===== src/lfte_pkg.sv =====
// ----------------------------------------------------------------------------
// lfte_pkg
// Shared constants of the line folder: character codes, limits, reset values
// and configuration register indexes.
// ----------------------------------------------------------------------------
package lfte_pkg;

  localparam int LINE_MAX_DEF = 32;
  localparam int MAX_RESULTS  = 48;
  localparam int RES_CNT_W    = $clog2(MAX_RESULTS + 1);

  localparam logic [7:0] CH_TAB   = 8'd9;
  localparam logic [7:0] CH_NL    = 8'd10;
  localparam logic [7:0] CH_SPACE = 8'd32;
  localparam logic [7:0] CH_BAR   = 8'd124;

  localparam int FOLD_W_BITS = 6;
  localparam int TAB_S_BITS  = 5;
  localparam int COL_BITS    = 4;
  localparam int TAB_S_MAX   = 16;

  localparam logic [FOLD_W_BITS-1:0] FOLD_W_RST = 6'd10;
  localparam logic [TAB_S_BITS-1:0]  TAB_S_RST  = 5'd8;

  localparam int CFG_IDX_BITS = 2;
  localparam logic [CFG_IDX_BITS-1:0] REG_FOLD_WIDTH = 2'd0;
  localparam logic [CFG_IDX_BITS-1:0] REG_TAB_STOP   = 2'd1;

endpackage


===== src/line_folder_with_tab_expansion.sv =====
// ----------------------------------------------------------------------------
// line_folder_with_tab_expansion
// Expands tabs to the next tab stop and folds text lines at a set width,
// breaking after the last blank and marking each fold with '|' and newline.
// ----------------------------------------------------------------------------
//  channel  | signals                              | role
//  in       | in_valid, in_stall, in_char          | one text byte per request
//  out      | out_valid, out_stall, out_char,      | one emitted byte per request,
//           | out_last_of_run                      | last flag on final byte
//  cfg      | cfg_we, cfg_index, cfg_data          | fold_width (0), tab_stop (1)
//
//  a push writes one byte into the line buffer; emitted and moved buffer
//  bytes are read through its registered read port
//  a request pushes its bytes; a newline flush emits the line, and a fold
//  emits the line, moves any remainder to the front and adds '|' and newline
//  synchronous active-low reset clears fill count, tab column and handshakes
//  output stall holds the sequencer at its next emitted byte
// ----------------------------------------------------------------------------
module line_folder_with_tab_expansion #(
  parameter int LINE_MAX = lfte_pkg::LINE_MAX_DEF
) (
  input  logic                               clk,
  input  logic                               rst_n,
  input  logic                               in_valid,
  output logic                               in_stall,
  input  logic [7:0]                         in_char,
  output logic                               out_valid,
  input  logic                               out_stall,
  output logic [7:0]                         out_char,
  output logic                               out_last_of_run,
  input  logic                               cfg_we,
  input  logic [lfte_pkg::CFG_IDX_BITS-1:0]  cfg_index,
  input  logic [lfte_pkg::FOLD_W_BITS-1:0]   cfg_data
);
  import lfte_pkg::*;

  localparam int CW = $clog2(LINE_MAX + 1);
  localparam int AW = $clog2(LINE_MAX);

  typedef enum logic [8:0] {
    S_IDLE = 9'b000000001,
    S_PUSH = 9'b000000010,
    S_RD   = 9'b000000100,
    S_EMIT = 9'b000001000,
    S_MRD  = 9'b000010000,
    S_MWR  = 9'b000100000,
    S_BAR  = 9'b001000000,
    S_NL   = 9'b010000000,
    S_DONE = 9'b100000000
  } state_t;

  state_t                 state_r, state_nxt;
  logic [FOLD_W_BITS-1:0] fold_w_r;
  logic [TAB_S_BITS-1:0]  tab_s_r;
  logic [COL_BITS-1:0]    tab_col_r, tab_col_nxt;
  logic [CW-1:0]          fill_r, fill_nxt;
  logic [CW-1:0]          k_r, k_nxt;
  logic                   found_r, found_nxt;
  logic [CW-1:0]          idx_r, idx_nxt;
  logic [CW-1:0]          dst_r, dst_nxt;
  logic [CW-1:0]          len_r, len_nxt;
  logic [CW-1:0]          total_r, total_nxt;
  logic                   move_r, move_nxt;
  logic                   fold_r, fold_nxt;
  logic [7:0]             ch_r, ch_nxt;
  logic [TAB_S_BITS-1:0]  left_r, left_nxt;
  logic [RES_CNT_W-1:0]   cnt_r, cnt_nxt;
  logic                   pend_v_r, pend_v_nxt;
  logic [7:0]             pend_c_r, pend_c_nxt;
  logic                   out_v_r, out_v_nxt;
  logic [7:0]             out_c_r, out_c_nxt;
  logic                   out_l_r, out_l_nxt;

  logic [7:0]             mem [LINE_MAX];
  logic [7:0]             rd_data_r;
  logic                   mem_we;
  logic [AW-1:0]          mem_waddr;
  logic [7:0]             mem_wdata;

  logic [CW-1:0]          eff_w;
  logic [TAB_S_BITS-1:0]  stop;
  logic [TAB_S_BITS-1:0]  col_eff, col_inc;
  logic                   out_free;
  logic                   emit_req, emit_done;
  logic [7:0]             emit_byte;
  logic                   fill_inc;
  logic [CW-1:0]          fill_new, k_new;
  logic                   found_new;

  always_comb begin
    if (fold_w_r == '0) begin
      eff_w = CW'(1);
    end else if (32'(fold_w_r) > LINE_MAX) begin
      eff_w = CW'(LINE_MAX);
    end else begin
      eff_w = CW'(fold_w_r);
    end
    if (tab_s_r == '0) begin
      stop = TAB_S_BITS'(1);
    end else if (32'(tab_s_r) > TAB_S_MAX) begin
      stop = TAB_S_BITS'(TAB_S_MAX);
    end else begin
      stop = tab_s_r;
    end
  end

  assign col_eff  = ({1'b0, tab_col_r} >= stop) ? '0 : {1'b0, tab_col_r};
  assign col_inc  = col_eff + TAB_S_BITS'(1);
  assign out_free = !out_v_r || !out_stall;
  assign fill_inc = fill_r < CW'(LINE_MAX);
  assign fill_new = fill_r + CW'(fill_inc);
  assign found_new = found_r || (ch_r == CH_SPACE);
  assign k_new    = (ch_r == CH_SPACE) ? fill_new : k_r;

  assign in_stall        = (state_r != S_IDLE);
  assign out_valid       = out_v_r;
  assign out_char        = out_c_r;
  assign out_last_of_run = out_l_r;

  always_ff @(posedge clk) begin
    if (mem_we) begin
      mem[mem_waddr] <= mem_wdata;
    end
    rd_data_r <= mem[idx_r[AW-1:0]];
  end

  // shared emitter: held byte is sent once next is known, or flagged last at done
  always_comb begin
    emit_done  = 1'b0;
    pend_v_nxt = pend_v_r;
    pend_c_nxt = pend_c_r;
    cnt_nxt    = cnt_r;
    out_v_nxt  = out_v_r && out_stall;
    out_c_nxt  = out_c_r;
    out_l_nxt  = out_l_r;
    if (emit_req) begin
      if (cnt_r == RES_CNT_W'(MAX_RESULTS)) begin
        emit_done = 1'b1;
      end else if (!pend_v_r || out_free) begin
        emit_done = 1'b1;
        if (pend_v_r) begin
          out_v_nxt = 1'b1;
          out_c_nxt = pend_c_r;
          out_l_nxt = 1'b0;
        end
        pend_v_nxt = 1'b1;
        pend_c_nxt = emit_byte;
        cnt_nxt    = cnt_r + RES_CNT_W'(1);
      end
    end else if (state_r == S_DONE && pend_v_r && out_free) begin
      out_v_nxt  = 1'b1;
      out_c_nxt  = pend_c_r;
      out_l_nxt  = 1'b1;
      pend_v_nxt = 1'b0;
    end
  end

  always_comb begin
    state_nxt   = state_r;
    tab_col_nxt = tab_col_r;
    fill_nxt    = fill_r;
    k_nxt       = k_r;
    found_nxt   = found_r;
    idx_nxt     = idx_r;
    dst_nxt     = dst_r;
    len_nxt     = len_r;
    total_nxt   = total_r;
    move_nxt    = move_r;
    fold_nxt    = fold_r;
    ch_nxt      = ch_r;
    left_nxt    = left_r;
    emit_req    = 1'b0;
    emit_byte   = rd_data_r;
    mem_we      = 1'b0;
    mem_waddr   = fill_r[AW-1:0];
    mem_wdata   = ch_r;
    case (state_r)
      S_IDLE: begin
        if (in_valid) begin
          state_nxt = S_PUSH;
          if (in_char == CH_TAB) begin
            ch_nxt      = CH_SPACE;
            left_nxt    = stop - col_eff;
            tab_col_nxt = '0;
          end else if (in_char == CH_NL) begin
            ch_nxt      = CH_NL;
            left_nxt    = TAB_S_BITS'(1);
            tab_col_nxt = '0;
          end else begin
            ch_nxt      = in_char;
            left_nxt    = TAB_S_BITS'(1);
            tab_col_nxt = (col_inc >= stop) ? '0 : col_inc[COL_BITS-1:0];
          end
        end
      end
      S_PUSH: begin
        mem_we    = fill_inc;
        left_nxt  = left_r - TAB_S_BITS'(1);
        idx_nxt   = '0;
        total_nxt = fill_new;
        move_nxt  = 1'b0;
        k_nxt     = k_new;
        found_nxt = found_new;
        if (ch_r == CH_NL) begin
          len_nxt   = fill_new;
          fold_nxt  = 1'b0;
          fill_nxt  = '0;
          found_nxt = 1'b0;
          state_nxt = S_RD;
        end else if (fill_new < eff_w) begin
          fill_nxt  = fill_new;
          state_nxt = (left_r == TAB_S_BITS'(1)) ? S_DONE : S_PUSH;
        end else begin
          fold_nxt  = 1'b1;
          found_nxt = 1'b0;
          state_nxt = S_RD;
          if (!found_new || k_new == fill_new) begin
            len_nxt  = fill_new;
            fill_nxt = '0;
          end else begin
            len_nxt  = k_new;
            move_nxt = 1'b1;
            fill_nxt = fill_new - k_new;
          end
        end
      end
      S_RD: begin
        if (idx_r == len_r) begin
          dst_nxt = '0;
          if (move_r) begin
            state_nxt = S_MRD;
          end else if (fold_r) begin
            state_nxt = S_BAR;
          end else begin
            state_nxt = (left_r == '0) ? S_DONE : S_PUSH;
          end
        end else begin
          state_nxt = S_EMIT;
        end
      end
      S_EMIT: begin
        emit_req = 1'b1;
        if (emit_done) begin
          idx_nxt   = idx_r + CW'(1);
          state_nxt = S_RD;
        end
      end
      S_MRD: begin
        state_nxt = (idx_r == total_r) ? S_BAR : S_MWR;
      end
      S_MWR: begin
        mem_we    = 1'b1;
        mem_waddr = dst_r[AW-1:0];
        mem_wdata = rd_data_r;
        idx_nxt   = idx_r + CW'(1);
        dst_nxt   = dst_r + CW'(1);
        state_nxt = S_MRD;
      end
      S_BAR: begin
        emit_req  = 1'b1;
        emit_byte = CH_BAR;
        if (emit_done) begin
          state_nxt = S_NL;
        end
      end
      S_NL: begin
        emit_req  = 1'b1;
        emit_byte = CH_NL;
        if (emit_done) begin
          state_nxt = (left_r == '0) ? S_DONE : S_PUSH;
        end
      end
      S_DONE: begin
        if (!pend_v_r || out_free) begin
          state_nxt = S_IDLE;
        end
      end
      default: begin
        state_nxt = S_IDLE;
      end
    endcase
  end

  always_ff @(posedge clk) begin
    if (!rst_n) begin
      state_r   <= S_IDLE;
      fold_w_r  <= FOLD_W_RST;
      tab_s_r   <= TAB_S_RST;
      tab_col_r <= '0;
      fill_r    <= '0;
      found_r   <= 1'b0;
      cnt_r     <= '0;
      pend_v_r  <= 1'b0;
      out_v_r   <= 1'b0;
    end else begin
      state_r   <= state_nxt;
      tab_col_r <= tab_col_nxt;
      fill_r    <= fill_nxt;
      found_r   <= found_nxt;
      cnt_r     <= (state_r == S_IDLE) ? '0 : cnt_nxt;
      pend_v_r  <= pend_v_nxt;
      out_v_r   <= out_v_nxt;
      if (cfg_we && cfg_index == REG_FOLD_WIDTH) begin
        fold_w_r <= cfg_data;
      end
      if (cfg_we && cfg_index == REG_TAB_STOP) begin
        tab_s_r <= cfg_data[TAB_S_BITS-1:0];
      end
    end
  end

  always_ff @(posedge clk) begin
    k_r      <= k_nxt;
    idx_r    <= idx_nxt;
    dst_r    <= dst_nxt;
    len_r    <= len_nxt;
    total_r  <= total_nxt;
    move_r   <= move_nxt;
    fold_r   <= fold_nxt;
    ch_r     <= ch_nxt;
    left_r   <= left_nxt;
    pend_c_r <= pend_c_nxt;
    out_c_r  <= out_c_nxt;
    out_l_r  <= out_l_nxt;
  end

  a_held_byte_counted: assert property (@(posedge clk) disable iff (!rst_n)
    pend_v_r |-> cnt_r != '0)
    else $error("held byte without a counted result");

  a_idle_nothing_held: assert property (@(posedge clk) disable iff (!rst_n)
    state_r == S_IDLE |-> !pend_v_r)
    else $error("byte still held while ready for a new request");

  a_fill_bound: assert property (@(posedge clk) disable iff (!rst_n)
    fill_r <= CW'(LINE_MAX))
    else $error("fill count beyond buffer depth");

  a_accept_push: assert property (@(posedge clk) disable iff (!rst_n)
    in_valid && !in_stall |=> state_r == S_PUSH)
    else $error("accepted request did not start a push");

  a_results_cap: assert property (@(posedge clk) disable iff (!rst_n)
    cnt_r <= RES_CNT_W'(MAX_RESULTS))
    else $error("result count past its limit");

endmodule


===== config.mk =====
export PLATFORM = sky130hd
export DESIGN_NAME = line_folder_with_tab_expansion
export DESIGN_NICKNAME = d
export VERILOG_FILES = /design/src/lfte_pkg.sv /design/src/line_folder_with_tab_expansion.sv
export SDC_FILE = /design/constraint.sdc
export NUM_CORES = 1
export LEC_CHECK = 0
export ABC_AREA = 1
export BUFFER_PORTS_ARGS = -buffer_cell sky130_fd_sc_hd__buf_2
export CORE_AREA = 2 2 167 169
export CTS_CLUSTER_SIZE = 25
export DETAILED_ROUTE_END_ITERATION = 16
export DIE_AREA = 0 0 169 171
export PLACE_DENSITY = 0.81
export SLEW_MARGIN = 20
export SYNTH_ARGS = -nofsm -noshare
export SYNTH_HDL_FRONTEND = slang
export SYNTH_SLANG_ARGS = --single-unit

===== constraint.sdc =====
create_clock -name clk -period 4.05 [get_ports clk]
set_input_delay 0.81 -clock clk [delete_from_list [all_inputs] [get_ports clk]]
set_output_delay 0.81 -clock clk [all_outputs]
set_load 0.02 [all_outputs]

Word-level counts from Yosys, hierarchy flattened
Memory sizes are Yosys's and may differ from the RTL's. A register that Yosys moved wholly into a read port is not among the register bits.
Cells that the tools add are included.

storage, ports and cells
  memories = 1
  memory bits (writable) = 256
  word-level logic and storage cells = 173
  bits in registers = 101

memories
  name  depth  bits a word  rd ports  clocked after Yosys merged registers in  wr ports  line                                  text
  mem   32     8            1         1                                        1         line_folder_with_tab_expansion.sv:74  logic [7:0] mem [LINE_MAX];

operators by class
  equality and inequality tests = 30
  bitwise gates (word level) = 2
  add/subtract/negate cells = 8
  reductions and logical operators = 34
  multiplexer cells = 70
  magnitude comparators = 6

operators by type and width
  kind                                           number
  2-to-1 mux 9 bit                               12
  case mux 9 bit (9 select lines)                1
  2-to-1 mux 6 bit                               12
  2-to-1 mux 8 bit                               6
  2-to-1 mux 5 bit                               5
  == test 8 x 4 -> 1 bit, second input constant  3
  2-to-1 mux 1 bit                               24
  adder 6 x 1 -> 6 bit, second input constant    3
  == test 6 bit                                  3
  case mux 6 bit (3 select lines)                1
  2-to-1 mux 4 bit                               4
  != test 2 bit, second input constant           8
  case mux 8 bit (2 select lines)                1
  case mux 6 bit (2 select lines)                1
  logical NOT 5 bit                              2
  case mux 5 bit (2 select lines)                1
  AND reduction 2 bit                            5
  == test 9 x 1 -> 1 bit, second input constant  1
  == test 9 x 2 -> 1 bit, second input constant  1
  == test 9 x 3 -> 1 bit, second input constant  1
  == test 9 x 4 -> 1 bit, second input constant  1
  == test 9 x 5 -> 1 bit, second input constant  1
  == test 9 x 6 -> 1 bit, second input constant  1
  == test 9 x 7 -> 1 bit, second input constant  1
  other kinds (34)                               51

Logic depth before layout (Yosys ltp)
Gate-level depths: netlist of run 1.

  word-level depth = 10
  gate-level depth with buffers = 23

Worst setup path after synthesis of run 1
OpenSTA, ideal clock, no wires.

  path kind = reg2reg
  from = register tab_s_r[4]
  to = register tab_col_r[0]
  arrival time = 3.184 ns
  stages on the path, launching flop included = 24
  slack = 0.795 ns
  required time = 3.979 ns
  cell sequence = dfxtp_1 inv_1 a31oi_1 inv_1 nand2_1 ha_1 inv_1 nor2_1 nand2_1 nand2_1 nor2_1 nand2_1 nor2_1 ha_1 xor2_1 inv_1 ha_1 nand2_1 inv_1 o21ai_0 nand4_1 nor3_1 o21ai_0 a21oi_1

on the way
  word-level cells in the longest chain between the ends = 10
  elaborated cells on any way between the ends = 11

ends and longest elaborated chain
  item                                        line                                   text
  start: declaration                          line_folder_with_tab_expansion.sv:54   logic [TAB_S_BITS-1:0] tab_s_r;
  start signal: assignment                    line_folder_with_tab_expansion.sv:307  tab_s_r <= cfg_data[TAB_S_BITS-1:0];
  > comparator 5 bit                          line_folder_with_tab_expansion.sv:100  end else if (32'(tab_s_r) > TAB_S_MAX) begin
  2-to-1 mux 5 bit                            line_folder_with_tab_expansion.sv:100
  2-to-1 mux 5 bit (*)                        line_folder_with_tab_expansion.sv:98   if (tab_s_r == '0) begin
  greater-or-equal comparator 4 x 5 -> 1 bit  line_folder_with_tab_expansion.sv:107  assign col_eff = ({1'b0, tab_col_r} >= stop) ? '0 : {1'b0, tab_col_r};
  2-to-1 mux 4 bit                            line_folder_with_tab_expansion.sv:107
  adder 4 x 1 -> 5 bit                        line_folder_with_tab_expansion.sv:108  assign col_inc = col_eff + TAB_S_BITS'(1);
  greater-or-equal comparator 5 bit           line_folder_with_tab_expansion.sv:192  tab_col_nxt = (col_inc >= stop) ? '0 : col_inc[COL_BITS-1:0];
  2-to-1 mux 4 bit (*)                        line_folder_with_tab_expansion.sv:192
  2-to-1 mux 4 bit (*)                        line_folder_with_tab_expansion.sv:185  end else if (in_char == CH_NL) begin
  2-to-1 mux 4 bit (*)                        line_folder_with_tab_expansion.sv:181  if (in_char == CH_TAB) begin
  end signal: assignment                      line_folder_with_tab_expansion.sv:297  tab_col_r <= tab_col_nxt;
  end: declaration                            line_folder_with_tab_expansion.sv:55   logic [COL_BITS-1:0] tab_col_r, tab_col_nxt;

Mark *: on every way between the ends. The rest lies on a longest branch, timed or not.
A chain may end at the register's enable or synchronous reset.

Worst setup path in the final report of run 1
Ends and elaborated chain as after synthesis.

==> results of run 1 <==
[worst max-delay path, cell delays in order (launching register included)]
cell and delay (ns):
dfxtp_1 0.41, inv_1 0.16, a31oi_1 0.16, inv_1 0.05, nand2_1 0.11, ha_1 0.27
inv_1 0.06, nor2_1 0.03, nand2_1 0.07, nand2_1 0.05, nor2_1 0.18, nand2_2 0.14
nor2_2 0.16, ha_1 0.20, xor2_1 0.14, inv_1 0.08, ha_1 0.31, nand2_1 0.08
inv_1 0.04, o21ai_0 0.15, nand4_1 0.15, nor3_2 0.28, o21ai_0 0.13, a21oi_1 0.14
[through the flow]
stage          area (µm²)  TNS (ns)  setup WS [ns]  total power (W)  hold WS, ns
2_1_floorplan       16000         0          0.795          0.00546        0.400
3_3_place_gp        16500         0          0.399          0.00586        0.413
3_5_place_dp        16500         0          0.276          0.00592        0.405
4_1_cts             17600         0          0.254          0.00903        0.420
5_1_grt             17600   -0.0302        -0.0302          0.00936        0.440
6_report            17600         0          0.421          0.00902        0.419
[state kept, by name, indices dropped and copies added (netlist names), 8 cells and up]
name       count
rd_data_r      8
ch_r           8
pend_c_r       8
mem          256
state_r        9
out_char       8
[logic make-up after synthesis]
| logic type | Yosys count | synth area share |
|---|---|---|
| and+or+nand+nor | 580 | 0.152 |
| DFF | 364 | 0.654 |
| AOI/OAI and AO/OA | 305 | 0.109 |
| buffers and inverters | 183 | 0.0434 |
| adders and majority gates | 34 | 0.0275 |
| xor gates and xnor gates | 25 | 0.0137 |
| muxes | 1 | 0.000704 |
[synth_stat cells (3+ instances only)]
library cell	count	share of area
inv_1	114	0.027
xnor2_1	11	0.0060
buf_2	3	0.00094
xor2_1	14	0.0077
dfxtp_1	47	0.059
o221ai_1	25	0.014
nor2_1	261	0.061
nand4_1	20	0.0078
nand3_1	59	0.018
edfxtp_1	317	0.60
nor3_1	12	0.0038
or2_2	6	0.0023
o211ai_1	7	0.0033
nor2_2	6	0.0023
a211oi_1	3	0.0014
clkinv_1	3	0.00070
inv_2	3	0.00070
o21ai_2	4	0.0022
o22ai_1	41	0.016
nand2_1	196	0.046
a21oi_1	33	0.010
nor4_1	4	0.0016
o21ai_0	185	0.058
buf_1	4	0.00094
nand2_2	4	0.0016
clkbuf_1	54	0.013
ha_1	32	0.025
[routing by layer]
metal / part of all wire / wire length (µm)
met4: 0.034 / 1210
met3: 0.073 / 2600
met1: 0.40 / 14100
met5: 0 / 0
met2: 0.50 / 17700
[worst min-delay path by stage]
stage	to	slack [ns]	cells after the start	start
after floorplan	out_char[0]$_DFFE_PP_	0.40	0	pend_c_r[0]$_DFFE_PP_
after global placement	out_char[4]$_DFFE_PP_	0.41	0	pend_c_r[4]$_DFFE_PP_
after detailed placement	out_char[2]$_DFFE_PP_	0.40	0	pend_c_r[2]$_DFFE_PP_
after CTS	out_char[2]$_DFFE_PP_	0.42	0	pend_c_r[2]$_DFFE_PP_
after global routing	out_char[5]$_DFFE_PP_	0.44	0	pend_c_r[5]$_DFFE_PP_
final	out_char[3]$_DFFE_PP_	0.42	0	pend_c_r[3]$_DFFE_PP_
[cell usage in the layout (no fill, tap or decap), types with 31 or more instances in the layout]
cell type  instances
buf_2             31
nand3_1           59
o22ai_1           41
nor2_1           259
o21ai_0          179
nand2_1          194
a21oi_1           33
clkbuf_16         37
inv_1            113
dfxtp_1           47
edfxtp_1         317
ha_1              32
[timing repair]
| item | CTS | global route |
|---|---|---|
| setup buffers | 0 | 0 |
| setup endpoints to repair | 0 | 4 |
| gates resized for setup | 0 | 5 |
| endpoints found under the hold margin | 0 | 0 |
[cell type report]
class                   instances  area, µm²  area share
inverters                     122        463      0.0262
clock buffers                  49        991      0.0562
well taps                     346        433      0.0245
repair buffers                 49        303      0.0172
clock inverters                18        124     0.00702
flip-flops and latches        364      10500       0.593
multi-input cells             945       4870       0.276
[power groups by stage]
| stage | registers, W | logic [W] | clock network [W] |
|---|---|---|---|
| 2_1_floorplan | 0.00455 | 0.000909 | 0 |
| 3_3_place_gp | 0.00456 | 0.00130 | 0 |
| 3_5_place_dp | 0.00457 | 0.00135 | 0 |
| 4_1_cts | 0.00449 | 0.00136 | 0.00318 |
| 5_1_grt | 0.00450 | 0.00154 | 0.00332 |
| 6_report | 0.00449 | 0.00139 | 0.00314 |
==> run summary, run 1 <==
Final global-route overflow total -> 0
HPWL Detailed -> 22400 µm
Worst-path clk slew -> 0.06 ns
Antenna violations before repair -> 0
H-tree levels -> 2
Reg2Reg Depth -> 23
Layout cells sized above 1 -> 0.0924
Met1 Track Usage GR -> 0.317
Period minus WS final -> 3.63 ns
First-pass GRT wire length -> 55400 µm
Max Root-Sink Buffers -> 3
Post-synthesis cell type count -> 45
Mapped Nets -> 1547
Data required, critical path -> 4.48 ns
Clock Tree Root -> clkbuf_16
Die W -> 169 µm
Max Fclk -> 276 MHz
Sequential power share -> 0.498
DRT Pass-1 Iters -> 7
DIE AREA -> 28900 µm²
Final hold violations -> 0
Largest net degree at the start of global routing -> 101
Worst setup path end -> tab_col_r[0]$_SDFFE_PN0P_
Post-synth EDFFs -> 317
Int Pwr -> 0.00657 W
Initial core utilization -> 0.585
Startpoint types -> register
Final std cells w/o fill -> 1893
# hold bufs at CTS -> 0
Outcome -> complete, no violations
Crit path capture type -> register
Setup slack, reg-to-reg -> 0.42 ns
Synthesis-stage register bit count -> 364
Post-synthesis sequential area ratio -> 0.654
Psw -> 0.00245 W
1st-iter DRT viols -> 1103
Pwr dens -> 511 nW/µm²
Combinational power share -> 0.154
Global routing's busiest layer -> met2
Inserted Diodes -> 0
Number of global-route vias before repair -> 10700
Yosys warns -> 0
Site Rows -> 61
Drt drc -> 0
Leak Pwr -> 6.40 nW
CTS tree -> done
Switching fraction of total power -> 0.271
Endpoints failing setup -> 0
Max-slew violations -> 0
Total Nets Final -> 1574
Fill cell count -> 2007
Total number of vias -> 11200
GR Layer Usage met2 -> 0.421
Arrival time at the worst endpoint -> 4.06 ns
CP Max Fanout -> 7
Reg2reg end -> tab_col_r[0]$_SDFFE_PN0P_
CTS Buf Count -> 37
Area delta synth->final -> 10.4%
Post-route antenna net violation count -> 0
Placed insts -> 1826
MaxCap Viol Count -> 0
Clock power frac -> 0.348
CP startpoint -> tab_s_r[4]$_SDFFE_PN0P_
Ys flop type -> edfxtp_1
Clock skew -> 0.0261 ns
Final Cycle Share -> 0.896
Hold Crit Class -> register to register
Worst R2R Start -> tab_s_r[4]$_SDFFE_PN0P_
Die span in y -> 171 µm
Slew at the pin closest to its max-slew limit -> 1.13 ns
GRT Util Overall -> 0.245
Post-Synthesis Cells -> 1492
Clk sinks -> 364
Core box area -> 27300 µm²
Gpl congestion -> 0.859
Clock latency on the worst-skew pair -> 0.52 ns
Port Buf Inserts -> 31
VDD IR max -> 0.000351 V
Routed length per instance -> 18.8 µm
Syn Area/Cell -> 10.7 µm²
Final design utilization -> 0.646
Crit Path Class -> register to register
Number of I/O pins -> 32
Mapped cell area -> 16000 µm²
Slew HR -> 0.246
Routed WL -> 35600 µm
Async S/R FF share, synth -> 0
Vias/cell -> 5.93
Met3 Use GR -> 0.0384
Power figures use the tool's default switching activity.
==> run 2, diff against run 1 <==
CORE_AREA = 2 2 203 205   (was 2 2 167 169)
DIE_AREA = 0 0 205 207   (was 0 0 169 171)
PLACE_DENSITY = 0.51   (was 0.81)
==> run 2 against run 1 <==
Critical path depth is the same. Maximum frequency about the same. Register-to-register slack barely moved. Design area up 3.1%. Hold slack improved by 0.0069 ns. Clock power is 16% higher. Via count down 4.1%. Utilization is 20 points lower. Cell count is 11% higher. Combinational power about the same. Global-route usage down 5.6 points.
==> run summary, run 2 (synthesized netlist as in run 1, its figures left out) <==
CTS tree -> done
MaxCap Viol Count -> 0 (unchanged)
Outcome -> complete, no violations
Initial core utilization -> 0.396 (-0.189)
Biggest register -> mem
Arrival time at the worst endpoint -> 4.11 ns (+0.05 ns)
Leak Pwr -> 6.56 nW (+2.6%)
Crit Path Class -> register to register
First-pass GRT wire length -> 61500 µm (+11%)
Antenna violations before repair -> 0 (unchanged)
Post-CTS Resized -> 0 (unchanged)
TNS Setup -> 0 ns (unchanged)
Period minus WS final -> 3.63 ns (-0.00102 ns)
Max Root-Sink Buffers -> 3 (unchanged)
Multi-input gate area -> 4880 µm² (+0.15%)
Fin worst setup slack -> 0.422 ns (+0.00102 ns)
Slew at the pin closest to its max-slew limit -> 0.975 ns (-0.152 ns)
Cell area after placement -> 16900 µm² (+2.0%)
Endpoints failing setup -> 0 (unchanged)
Fin area -> 18200 µm² (+3.1%)
VDD IR max -> 0.000277 V (-21%)
HPWL Detailed -> 24600 µm (+9.9%)
Number of global-route vias before repair -> 10700 (+0.65%)
FF+latch area -> 10500 µm² (unchanged)
CP Max Fanout -> 7 (unchanged)
Final design utilization -> 0.451 (-0.195)
Largest registers -> mem: 256 flops, state_r: 9 flops
Clock skew -> 0.0364 ns (+0.0103 ns)
Final global-route overflow total -> 0 (unchanged)
Routed length per instance -> 18.7 µm (-0.26%)
Max-slew violations -> 0 (unchanged)
Post-route antenna net violation count -> 0 (unchanged)
Commonest non-fill, non-tap cells in the layout -> 317 x edfxtp_1, 259 x nor2_1, 194 x nand2_1
Vias/cell -> 5.13 (-13%)
Max Fclk -> 276 MHz (about the same)
Clock latency on the worst-skew pair -> 0.57 ns (+0.05 ns)
DRT Pass-1 Iters -> 5 (-2)
GRT Util Overall -> 0.189 (-0.0562)
Die W -> 205 µm (+21%)
Number of I/O pins -> 32 (unchanged)
Slew HR -> 0.350 (+0.103)
Hold Crit Class -> register to register
Gpl congestion -> 0.849 (-1.2%)
Die span in y -> 207 µm (+21%)
Total number of vias -> 10800 (-4.1%)
Setup slack, reg-to-reg -> 0.42 ns (about the same)
Largest register FFs -> 256 (unchanged)
Port Buf Inserts -> 31 (unchanged)
Setup Buffers After CTS -> 0 (unchanged)
CTS Buf Count -> 41 (+11%)
Largest net degree at the start of global routing -> 133 (+32%)
1st-iter DRT viols -> 530 (-52%)
DIE AREA -> 42400 µm² (+47%)
Data required, critical path -> 4.53 ns (+0.05 ns)
Leading cell type in the layout, fill and taps excluded -> edfxtp_1
Area delta synth->final -> 13.8%
# hold bufs at CTS -> 0 (unchanged)
Inserted Diodes -> 0 (unchanged)
Startpoint types -> register
Worst-path clk slew -> 0.06 ns (about the same)
Total Nets Final -> 1589 (+0.95%)
Final Cycle Share -> 0.896 (about the same)
Layout cells sized above 1 -> 0.103 (+0.0103)
H-tree levels -> 2 (unchanged)
Drt drc -> 0 (unchanged)
Crit path capture type -> register
Site Rows -> 74 (+21%)
Pre-CTS setup slack -> 0.293 ns (+0.0170 ns)
Core box area -> 40400 µm² (+48%)
Clock Tree Root -> clkbuf_16
WHS -> 0.426 ns (+0.00694 ns)
Pwr dens -> 525 nW/µm² (+2.7%)
Fill cell count -> 3829 (+91%)
Routed WL -> 39400 µm (+11%)
RSZ-0062 raised after global routing -> no
Final hold violations -> 0 (unchanged)
Clk sinks -> 364 (unchanged)
==> run 2: worst max-delay path, cell delays in order, from the launching register on <==
cell and delay [ns]:
dfxtp_1 0.40, inv_1 0.17, a31oi_1 0.16, inv_1 0.05, nand2_1 0.12, ha_1 0.27
inv_1 0.07, nor2_1 0.04, nand2_1 0.07, nand2_1 0.04, nor2_1 0.19, nand2_2 0.14
nor2_2 0.17, ha_1 0.20, xor2_1 0.15, inv_1 0.07, ha_1 0.30, nand2_1 0.08
inv_1 0.04, o21ai_0 0.16, nand4_1 0.14, nor3_2 0.27, nand3_1 0.11, a21oi_1 0.14
==> run 2: path summary, 6_finish.rpt <==
check,startpoint,cells after the start,to
max reg2reg,tab_s_r[4]$_SDFFE_PN0P_,23,tab_col_r[3]$_SDFFE_PN0P_
max,tab_s_r[4]$_SDFFE_PN0P_,23,tab_col_r[3]$_SDFFE_PN0P_
min reg2reg,pend_c_r[1]$_DFFE_PP_,0,out_char[1]$_DFFE_PP_
min,pend_c_r[1]$_DFFE_PP_,0,out_char[1]$_DFFE_PP_
==> run 2: per-stage QoR <==
step                total power [W]  instances
floorplan                   0.00546       1492
CTS                         0.00963       2099
finish                      0.00954       2099
global route                0.00995       2099
global placement            0.00598       2023
detailed placement          0.00599       2023
==> run 2: cell type report <==
cell class	instances	area share
tap	532	0.0366
sequential	364	0.575
timing repair buffer	60	0.0219
clock buffer	56	0.0612
multi-input combinational	945	0.268
inverter	122	0.0255
clock inverter	20	0.0114
==> run 2: report_power, final <==
| group | leakage [nW] | switching, W | internal [W] |
|---|---|---|---|
| sequential | 3.23 | 0.0000957 | 0.00439 |
| combinational | 2.69 | 0.00102 | 0.000383 |
| clock | 0.642 | 0.00151 | 0.00214 |
| total | 6.56 | 0.00263 | 0.00691 |
==> run 2: per-layer routing <==
metal,global-route usage,part of all wire,up-vias
met2,0.310,0.48,206
li1,-,-,5326
met3,0.0307,0.044,51
met5,0,0,-
met4,0.0583,0.024,0
met1,0.258,0.45,5180
==> run 3, diff against run 2 <==
CELL_PAD_IN_SITES_DETAIL_PLACEMENT = 0   (was not set)
CELL_PAD_IN_SITES_GLOBAL_PLACEMENT = 2   (was not set)
PLACE_DENSITY = 0.71   (was 0.51)
RECOVER_POWER = 25   (was not set)
TNS_END_PERCENT = 100   (was not set)
==> run 3 against run 2 <==
The run now ends with capacitance limit, slew limit left. Critical path type unchanged. Combinational power barely moved. Die area stayed put. Via count grew 0.92%. Global-route usage up 0.76 points.
==> run summary, run 3 (synthesized netlist as in run 1, its figures left out) <==
Leading cell type in the layout, fill and taps excluded -> edfxtp_1
Number of global-route vias before repair -> 10700 (-0.44%)
Slew HR -> -0.287 (-0.637)
RSZ-0062 raised after global routing -> no
Port Buf Inserts -> 31 (unchanged)
Final std cells w/o fill -> 2103 (+0.19%)
Crit path capture type -> register
CTS Buf Count -> 41 (unchanged)
Inserted Diodes -> 0 (unchanged)
Final design utilization -> 0.450 (-0.000713)
Metal2 WL -> 20500 µm (+8.9%)
1st-iter DRT viols -> 576 (+8.7%)
H-tree levels -> 2 (unchanged)
Hold Crit Class -> register to register
Pre-CTS setup slack -> 0.263 ns (-0.0296 ns)
VDD IR max -> 0.000279 V (+0.69%)
Worst-path clk slew -> 0.06 ns (about the same)
Final Cycle Share -> 0.885 (-0.0113)
Failing checks -> capacitance limit, slew limit
Core box area -> 40400 µm² (unchanged)
Worst R2R Start -> tab_s_r[4]$_SDFFE_PN0P_
Gpl congestion -> 0.797 (-6.1%)
Max Root-Sink Buffers -> 3 (unchanged)
Crit Path Class -> register to register
First-pass GRT wire length -> 63400 µm (+3.0%)
Highest Signal Layer -> met4
DRT Pass-1 Iters -> 5 (unchanged)
Setup slack, reg-to-reg -> 0.47 ns (+0.05 ns)
Met3 wire len -> 1550 µm (-11%)
Max-slew violations -> 225 (+225)
GRT Util Overall -> 0.197 (+0.00763)
Routed length per instance -> 19.5 µm (+4.1%)
CP Max Fanout -> 7 (unchanged)
Total Nets Final -> 1593 (+0.25%)
Reg2reg end -> tab_col_r[0]$_SDFFE_PN0P_
Endpoints failing setup -> 0 (unchanged)
Reg2Reg Depth -> 23 (unchanged)
Layout cells sized above 1 -> 0.0840 (-0.0187)
Clock Tree Root -> clkbuf_16
DIE AREA -> 42400 µm² (unchanged)
Antenna violations before repair -> 0 (unchanged)
Die W -> 205 µm (unchanged)
CP startpoint -> tab_s_r[4]$_SDFFE_PN0P_
Outcome -> finished, violations left
Largest registers -> mem: 256 flops, state_r: 9 flops
Site Rows -> 74 (unchanged)
Period minus WS final -> 3.58 ns (-0.0458 ns)
TNS Setup -> 0 ns (unchanged)
Commonest non-fill, non-tap cells in the layout -> 317 x edfxtp_1, 264 x nor2_1, 197 x nand2_1
Die span in y -> 207 µm (unchanged)
Slew at the pin closest to its max-slew limit -> 1.93 ns (+0.955 ns)
Post-route antenna net violation count -> 0 (unchanged)
Leak Pwr -> 6.52 nW (-0.63%)
Final global-route overflow total -> 0 (unchanged)
Fill cell count -> 3920 (+2.4%)
Clock skew -> 0.0205 ns (-0.0159 ns)
Placed insts -> 2027 (+0.20%)
# hold bufs at CTS -> 0 (unchanged)
Total number of vias -> 10900 (+0.92%)
Final hold violations -> 0 (unchanged)
Drt drc -> 0 (unchanged)
Vias/cell -> 5.17 (+0.73%)
Area delta synth->final -> 13.6%
Clock latency on the worst-skew pair -> 0.57 ns (about the same)
Fin worst setup slack -> 0.468 ns (+0.0458 ns)
Largest register FFs -> 256 (unchanged)
Number of I/O pins -> 32 (unchanged)
Pwr dens -> 530 nW/µm² (+1.0%)
Worst setup path end -> tab_col_r[0]$_SDFFE_PN0P_
Arrival time at the worst endpoint -> 4.06 ns (-0.05 ns)
Clk sinks -> 364 (unchanged)
HPWL Detailed -> 26000 µm (+5.7%)
Wire length on met1 -> 18100 µm (+1.7%)
MaxCap Viol Count -> 5 (+5)
Data required, critical path -> 4.53 ns (about the same)
Max Fclk -> 279 MHz (+1.3%)
Initial core utilization -> 0.396 (unchanged)
Biggest register -> mem
Startpoint types -> register
CTS tree -> done
Routed WL -> 41000 µm (+4.3%)
Largest net degree at the start of global routing -> 92 (-31%)
==> run 3: cell types whose count changed in the layout (fill, tap and decap cells not counted), sizes merged <==
cell      previous run  this run
clkbuf              56        75
buf                 60        42
clkinv              19        21
bufinv               3         4
clkinvlp             1         2
inv                119       118
==> run 3: timing repair <==
| action | CTS | global route |
|---|---|---|
| buffers inserted | 0 | 0 |
| resized for setup | 0 | 4 |
| endpoints found under the setup margin | 0 | 4 |
==> run 3: worst min-delay path by stage <==
stage                                      from                    end  cells after the start
final                     pend_c_r[3]$_DFFE_PP_  out_char[3]$_DFFE_PP_                      0
after global routing      pend_c_r[3]$_DFFE_PP_  out_char[3]$_DFFE_PP_                      0
after CTS                 pend_c_r[0]$_DFFE_PP_  out_char[0]$_DFFE_PP_                      0
after detailed placement  pend_c_r[3]$_DFFE_PP_  out_char[3]$_DFFE_PP_                      0
after global placement    pend_c_r[3]$_DFFE_PP_  out_char[3]$_DFFE_PP_                      0
after floorplan           pend_c_r[0]$_DFFE_PP_  out_char[0]$_DFFE_PP_                      0
==> run 3: routing by layer <==
layer	global-route usage	up-vias
met1	0.259	5281
li1	-	5341
met3	0.0275	48
met5	0	-
met2	0.339	192
met4	0.0566	0
==> run 3: through the flow <==
step	instance area [µm²]	hold WS, ns	total power [W]
final	18200	0.423	0.00963
after global routing	18200	0.432	0.0101
after CTS	18200	0.424	0.00974
after detailed placement	16900	0.405	0.00603
after global placement	16900	0.404	0.00603
after floorplan	16000	0.400	0.00546
==> run 3: critical path, stage by stage, from the launching register on <==
cell	delay (ns)
dfxtp_1	0.41
inv_1	0.16
a31oi_1	0.16
inv_1	0.05
nand2_1	0.11
ha_1	0.27
inv_1	0.06
nor2_1	0.03
nand2_1	0.06
nand2_1	0.04
nor2_1	0.16
nand2_1	0.16
nor2_2	0.19
ha_1	0.20
xor2_1	0.14
inv_1	0.07
ha_1	0.31
nand2_1	0.08
inv_1	0.03
o21ai_0	0.13
nand4_1	0.17
nor3_4	0.25
o21ai_0	0.13
a21oi_1	0.13
==> run 3: final cells by class <==
type	instances	area, µm²	share of cell area
clock buffer	53	1100	0.0607
clock inverter	23	236	0.0130
inverter	122	463	0.0255
multi-input combinational	945	4850	0.267
sequential	364	10500	0.576
tap	532	666	0.0367
timing repair buffer	64	387	0.0213
==> run 3: report_power, final <==
group,leakage [nW],switching (W),internal (W)
combinational,2.64,0.00104,0.000374
sequential,3.23,0.000107,0.00440
clock,0.650,0.00151,0.00219
total,6.52,0.00266,0.00696
